`src/rtl/bsp_pkg.sv`:
```
// ----------------------------------------------------------------------------
// bsp_pkg
// Shared widths, codes and types of the balloon shape point classifier.
// ----------------------------------------------------------------------------
package bsp_pkg;

	localparam int SIZE_BITS      = 20;
	localparam int POINT_BITS     = 22;
	localparam int OFFSET_BITS    = SIZE_BITS + 2;
	localparam int CFG_DATA_BITS  = OFFSET_BITS;
	localparam int CFG_INDEX_BITS = 3;
	// working width of the doubled, rotated coordinates
	localparam int IW = ((POINT_BITS > SIZE_BITS) ? POINT_BITS : SIZE_BITS) + 4;
	// tail row offset below the apex, signed
	localparam int REL_BITS  = SIZE_BITS + 3;
	// corner offsets and doubled radii
	localparam int RAD_BITS  = SIZE_BITS + 1;
	localparam int SQ_BITS   = 2 * RAD_BITS;
	localparam int EDGE_BITS = OFFSET_BITS + SIZE_BITS + 4;

	typedef logic [1:0] class_t;
	localparam class_t CLASS_OUTSIDE = 2'd0;
	localparam class_t CLASS_FRAME   = 2'd1;
	localparam class_t CLASS_INSIDE  = 2'd2;

	typedef logic [1:0] side_t;
	localparam side_t SIDE_TOP    = 2'd0;
	localparam side_t SIDE_RIGHT  = 2'd1;
	localparam side_t SIDE_BOTTOM = 2'd2;
	localparam side_t SIDE_LEFT   = 2'd3;

	typedef logic [CFG_INDEX_BITS-1:0] reg_index_t;
	localparam reg_index_t REG_BOX_WIDTH         = 3'd0;
	localparam reg_index_t REG_BOX_HEIGHT        = 3'd1;
	localparam reg_index_t REG_BORDER_SIZE       = 3'd2;
	localparam reg_index_t REG_ROUND_RADIUS      = 3'd3;
	localparam reg_index_t REG_TAIL_LEN          = 3'd4;
	localparam reg_index_t REG_TAIL_BASE         = 3'd5;
	localparam reg_index_t REG_TAIL_SIDE         = 3'd6;
	localparam reg_index_t REG_TAIL_FRAME_OFFSET = 3'd7;

	localparam logic [SIZE_BITS-1:0]   RST_BOX_WIDTH         = SIZE_BITS'(11520);
	localparam logic [SIZE_BITS-1:0]   RST_BOX_HEIGHT        = SIZE_BITS'(11520);
	localparam logic [SIZE_BITS-1:0]   RST_BORDER_SIZE       = SIZE_BITS'(256);
	localparam logic [SIZE_BITS-1:0]   RST_ROUND_RADIUS      = SIZE_BITS'(0);
	localparam logic [SIZE_BITS-1:0]   RST_TAIL_LEN          = SIZE_BITS'(1280);
	localparam logic [SIZE_BITS-1:0]   RST_TAIL_BASE         = SIZE_BITS'(2560);
	localparam side_t                  RST_TAIL_SIDE         = SIDE_TOP;
	localparam logic [OFFSET_BITS-1:0] RST_TAIL_FRAME_OFFSET = OFFSET_BITS'(362);

	typedef struct packed {
		logic [SIZE_BITS-1:0]   box_width;
		logic [SIZE_BITS-1:0]   box_height;
		logic [SIZE_BITS-1:0]   border_size;
		logic [SIZE_BITS-1:0]   round_radius;
		logic [SIZE_BITS-1:0]   tail_len;
		logic [SIZE_BITS-1:0]   tail_base;
		side_t                  tail_side;
		logic [OFFSET_BITS-1:0] tail_frame_offset;
	} cfg_t;

	typedef struct packed {
		logic outside;   // decided outside already
		logic tail_zone; // point lies in the tail's bounding strip
		logic corner;    // point lies in a corner square
		logic band;      // point lies in a straight frame band
	} flags_t;

	typedef struct packed {
		flags_t                      flags;
		logic signed [REL_BITS-1:0]  rel;   // row offset from the tail apex
		logic [SIZE_BITS-1:0]        ax;    // |x| inside the tail strip
		logic [RAD_BITS-1:0]         rx;    // corner offsets
		logic [RAD_BITS-1:0]         ry;
	} front_t;

endpackage

```
`src/rtl/bsp_front.sv`:
```
// ----------------------------------------------------------------------------
// bsp_front
// Rotates the point so the tail is on top, doubles it about the body center
// and derives the region flags and multiplier operands.
// ----------------------------------------------------------------------------
module bsp_front (
	input  logic signed [bsp_pkg::POINT_BITS-1:0] point_x,
	input  logic signed [bsp_pkg::POINT_BITS-1:0] point_y,
	input  bsp_pkg::cfg_t                         cfg,
	output bsp_pkg::front_t                       front
);
	import bsp_pkg::*;

	logic signed [IW-1:0] px2, py2, bw, bh, ft2, th2, cr2, tw;
	logic signed [IW-1:0] nx, ny, w, h, ax, ay, rx, ry;
	logic                 tail_en;

	always_comb begin
		px2 = {{(IW-POINT_BITS-1){point_x[POINT_BITS-1]}}, point_x, 1'b0};
		py2 = {{(IW-POINT_BITS-1){point_y[POINT_BITS-1]}}, point_y, 1'b0};
		bw  = $signed({{(IW-SIZE_BITS){1'b0}}, cfg.box_width});
		bh  = $signed({{(IW-SIZE_BITS){1'b0}}, cfg.box_height});
		ft2 = $signed({{(IW-SIZE_BITS-1){1'b0}}, cfg.border_size, 1'b0});
		th2 = $signed({{(IW-SIZE_BITS-1){1'b0}}, cfg.tail_len, 1'b0});
		cr2 = $signed({{(IW-SIZE_BITS-1){1'b0}}, cfg.round_radius, 1'b0});
		tw  = $signed({{(IW-SIZE_BITS){1'b0}}, cfg.tail_base});

		case (cfg.tail_side)
			SIDE_TOP: begin
				nx = bw - px2; ny = bh - py2; w = bw; h = bh;
			end
			SIDE_RIGHT: begin
				nx = bh - py2; ny = px2 - bw; w = bh; h = bw;
			end
			SIDE_BOTTOM: begin
				nx = px2 - bw; ny = py2 - bh; w = bw; h = bh;
			end
			default: begin
				nx = py2 - bh; ny = bw - px2; w = bh; h = bw;
			end
		endcase

		ax = (nx < 0) ? -nx : nx;
		ay = (ny < 0) ? -ny : ny;

		tail_en = (|cfg.tail_len) && (|cfg.tail_base);
		front.flags.tail_zone = tail_en && (ax < tw) && (ny > h - ft2) && (ny < h + th2);
		front.flags.outside   = (ax > w) || (!front.flags.tail_zone && (ay > h));

		rx = ax - (w - cr2);
		ry = ay - (h - cr2);
		front.flags.corner = (|cfg.round_radius) && (rx > 0) && (ry > 0);
		front.flags.band   = (ax > w - ft2) || (ay > h - ft2);

		front.rel = REL_BITS'(ny - h - th2);
		front.ax  = ax[SIZE_BITS-1:0];
		front.rx  = rx[RAD_BITS-1:0];
		front.ry  = ry[RAD_BITS-1:0];
	end

endmodule

```
`config.mk`:
```
export PLATFORM = sky130hd
export DESIGN_NAME = bsp_front
export DESIGN_NICKNAME = d
export VERILOG_FILES = /design/src/rtl/bsp_pkg.sv /design/src/rtl/bsp_front.sv
export SDC_FILE = /design/constraint.sdc
export NUM_CORES = 1
export LEC_CHECK = 0
export BUFFER_PORTS_ARGS = -buffer_cell sky130_fd_sc_hd__buf_2
export CAP_MARGIN = 0
export CORE_ASPECT_RATIO = 1.5
export CORE_MARGIN = 2
export CORE_UTILIZATION = 55
export DETAILED_ROUTE_END_ITERATION = 8
export PLACE_DENSITY = 0.81
export SYNTH_ARGS = -nofsm -noshare
export SYNTH_HDL_FRONTEND = slang
export SYNTH_SLANG_ARGS = --single-unit
```
`constraint.sdc`:
```
create_clock -name vclk -period 11.7
set_input_delay 2.34 -clock vclk [all_inputs]
set_output_delay 2.34 -clock vclk [all_outputs]
set_load 0.02 [all_outputs]
```
======== After elaboration in Yosys (flattened, before gate mapping) ========
Cells that the tools add are included.
word-level totals
  flip-flop bits (word level) ............. 0
  word-level logic and storage cells ...... 49
  output and inout bits ................... 89
  input port bits ......................... 188
cells by class
  multiplexer cells ....................... 6
  reductions and logical operators ........ 15
  add/sub/neg operators ................... 15
  $lt $le $gt $ge ......................... 11
  eq/ne operators ......................... 2
operator list
  cell                   count
  $pmux W26 S3           2
  $gt A26 B26 Y1         5
  $sub A26 B22 Y26       4
  $reduce_or A20 Y1      3
  $gt A26 B1 Y1 const B  2
  $lt A26 B1 Y1 const B  2
  $mux W26               2
  $neg A26 Y26           2
  $sub A26 B26 Y26       2
  $sub A21 B23 Y24       2
  $sub A23 B21 Y24       2
  $mux W20               2
  $add A26 B22 Y26       1
  $lt A26 B21 Y1         1
  $lt A26 B26 Y1         1
  $sub A23 B21 Y23       1
  $sub A23 B22 Y23       1
  $logic_and A1 B1 Y1    7
  $eq A2 B1 Y1 const B   1
  $eq A2 B2 Y1 const B   1
  $logic_not A2 Y1       1
  $logic_or A1 B1 Y1     2
  $reduce_or A2 Y1       1
  $logic_not A1 Y1       1

======== Logic depth before layout (Yosys ltp) ========
  depth in word-level cells ............... 11
  mapped depth ............................ 36
  mapped depth without buffers ............ 33

======== Least setup slack after synthesis ========
Ideal clock, no wire load.
  path type ............................... input to output
  start point ............................. input port cfg[105] (netlist bit)
  end point ............................... output port front[86] (netlist bit)
  data required time ...................... 9.360 ns
  arrival time ............................ 9.787 ns
  buffers on the path ..................... 1
  setup slack ............................. -0.427 ns
  stages on the path ...................... 28
  cells stage by stage .................... inv_1 -> ha_1 -> inv_1 -> fa_1 -> a21o_1 -> a221o_1 -> a21oi_1 -> o21a_1 -> o21ai_0 -> a21oi_1 -> o22a_1 -> nor3b_1 -> clkbuf_1 -> nand2_1 -> xnor2_1 -> fa_1 -> ha_1 -> nor2b_1 -> o21ai_0 -> a21boi_1 -> nor2_1 -> or4_1 -> or4_1 -> or4_1 -> or4b_2 -> a2111oi_0 -> a211oi_1 -> o31a_1
RTL lines
  item             RTL line         text
  start, declared  bsp_front.sv:9   input bsp_pkg::cfg_t cfg,
  end, declared    bsp_front.sv:10  output bsp_pkg::front_t front

==> out/results.tsv <==
metric	value	unit
DP Worst Slack	-970.2	ps
Final Util	76.24	%
Hold Path Class	in -> out	
MaxCap Viol Count	0	
post-route ant nets	0	
relative slew slack	13.23	%
# fillers	2625	
FP Rows	83	
number of global-route vias before repair	24992	
CP arrival	10110	ps
outcome	finished with violations	
Syn Area/Cell	7.091	µm²
Hold Fails Final Rpt	0	
first-pass GRT wire length	128800	µm
Slew Limit Fails	0	
I/O Buffers	252	
Final TNS setup	-748.4	ps
crit path kind	in -> out	
Die Area	36270	µm²
maximum clock rate	80.33	MHz
pin count of the biggest net entering global routing	44	
Area growth syn-to-layout	36.78	%
hold path depth	6	
Data required, critical path	9360	ps
Multi-input gate area	18020	µm²
final wirelength	85530	µm
RSZ-0062 raised after global routing	yes	
failing checks	setup timing	
Initial Util	55.74	%
Tcrit/Tclk final	106.4	%
DRT Pass-1 Iters	6	
post-place instance area	25690	µm²
Synth Warn #	0	
Least-Margin Pin Slew	1288	ps
layout cell share with drive strength beyond 1	28.91	%
Design Area, Final	26130	µm²
CP Max Fanout	6	
Synth cell types	97	
First DRT Iteration DRCs	1843	
total gr overflow	0	
Synth Instances	2694	
setup ws final	-748.4	ps
mapped cell area	19100	µm²
vias per cell	6.179	
hpwl dp	73700	µm
RD Place Congestion	1.096	
type of origin of the critical path	input port	
Seq/Total Area, Yosys	0	%
# nets final	4200	
Final Setup Violations	1	
highest-delay cell along the critical path	or4_4	
I/O Pins	277	
via count	24625	
GR Util All Layers	45.70	%
Die W	156.2	µm
fin crit period	12450	ps
Remaining DRCs	0	
Worst Setup End Kind	output port	
Critical Path Max Stage Delay	600	ps
Sequential Area	0	µm²
Core Area	34270	µm²
num sequential	0	
CTS Hold Buffers Added	0	
die height	232.2	µm
initial antenna violation count	3	
WL/cell	21.46	µm
clk_buf instances	0	
-- layer usage --
layer / wire (µm) / vias to the layer above / track usage (%)
met5: 41 / - / 0
met4: 9813 / 6 / 42.95
met3: 6378 / 480 / 7.335
met2: 39730 / 1265 / 78.32
li1: - / 11338 / -
met1: 29570 / 11536 / 47.06
-- area by class of cell --
class / instances / area share, %
diodes: 1 / 0.009578
inverters: 352 / 5.057
multi-input cells: 2296 / 68.98
well taps: 425 / 2.035
repair buffers: 911 / 23.92
-- worst max-delay path: cells and delay by family --
| kind | cells | cell delay, ps |
|---|---|---|
| fa+ha+maj | 2 | 630 |
| buf+inv | 6 | 840 |
| compound gates | 7 | 1870 |
| xor+xnor | 1 | 240 |
| simple gates | 15 | 4050 |
| mux | 1 | 100 |
-- cells in the mapped netlist (11+ instances only) --
cell type	n	area share, %
xnor2_1	121	5.5
nor2_1	197	3.9
nor3_1	66	1.7
xor2_1	60	2.8
a211oi_1	33	1.3
o21a_1	68	2.7
a31oi_1	25	0.82
fa_1	66	6.9
or3_1	28	0.92
ha_1	385	25
or4_1	15	0.59
mux2i_1	29	1.5
o211ai_1	29	1.1
nand3_1	67	1.8
nand2_1	188	3.7
a2111oi_0	17	0.78
a21o_1	71	2.8
a21boi_0	11	0.43
nor2b_1	37	1.2
a21oi_1	201	5.3
nor4_1	30	0.98
o21ai_0	183	4.8
nand4_1	38	1.2
o31ai_1	22	0.86
clkbuf_1	56	1.1
o21bai_1	15	0.59
and3_1	18	0.59
nand2b_1	49	1.6
inv_1	350	6.9
-- cells by family (layout without fill, tap and decap cells) --
logic type                 Yosys count  after routing  synth area share [%]
adders and majority gates          451            451                 32.13
muxes                               44             44                 2.817
and+or+nand+nor                    797            797                 20.86
buffers and inverters              425           1263                 8.495
other                                2             30               0.03932
xor gates and xnor gates           182            182                 8.384
AOI/OAI and AO/OA                  793            793                 27.27
-- metrics by stage --
step,hold slack [ps],instances
floorplan,4930,2721
global placement,5344,3975
detailed placement,5358,3975
CTS,5358,3977
global route,5389,3984
finish,5370,3985
-- timing repair --
action	4_1_cts	5_1_grt
endpoints found under the setup margin	1	6
setup buffers	2	6
pin swaps	11	20
gates resized for setup	35	42
-- cell usage in the layout, fill, tap and decap left out, drive strengths merged, types with 13 or more instances in the layout --
cell / netlist / layout
a2111oi: 18 / 18
a211oi: 34 / 34
a21boi: 13 / 13
a21o: 71 / 71
a21oi: 201 / 201
a31oi: 25 / 25
and3: 19 / 19
buf: 16 / 910
conb: 2 / 29
fa: 66 / 66
ha: 385 / 385
inv: 352 / 352
mux2i: 29 / 29
nand2: 188 / 188
nand2b: 49 / 49
nand3: 67 / 67
nand4: 38 / 38
nor2: 198 / 198
nor2b: 37 / 37
nor3: 66 / 66
nor4: 30 / 30
o211ai: 29 / 29
o21a: 68 / 68
o21ai: 185 / 185
o21bai: 16 / 16
o31ai: 22 / 22
or3: 30 / 30
or4: 15 / 15
xnor2: 121 / 121
xor2: 61 / 61
-- final timing paths --
check,startpoint,to,slack (ps)
setup / recovery,cfg[109],front[86],-750
hold / removal,cfg[104],front[42],5370
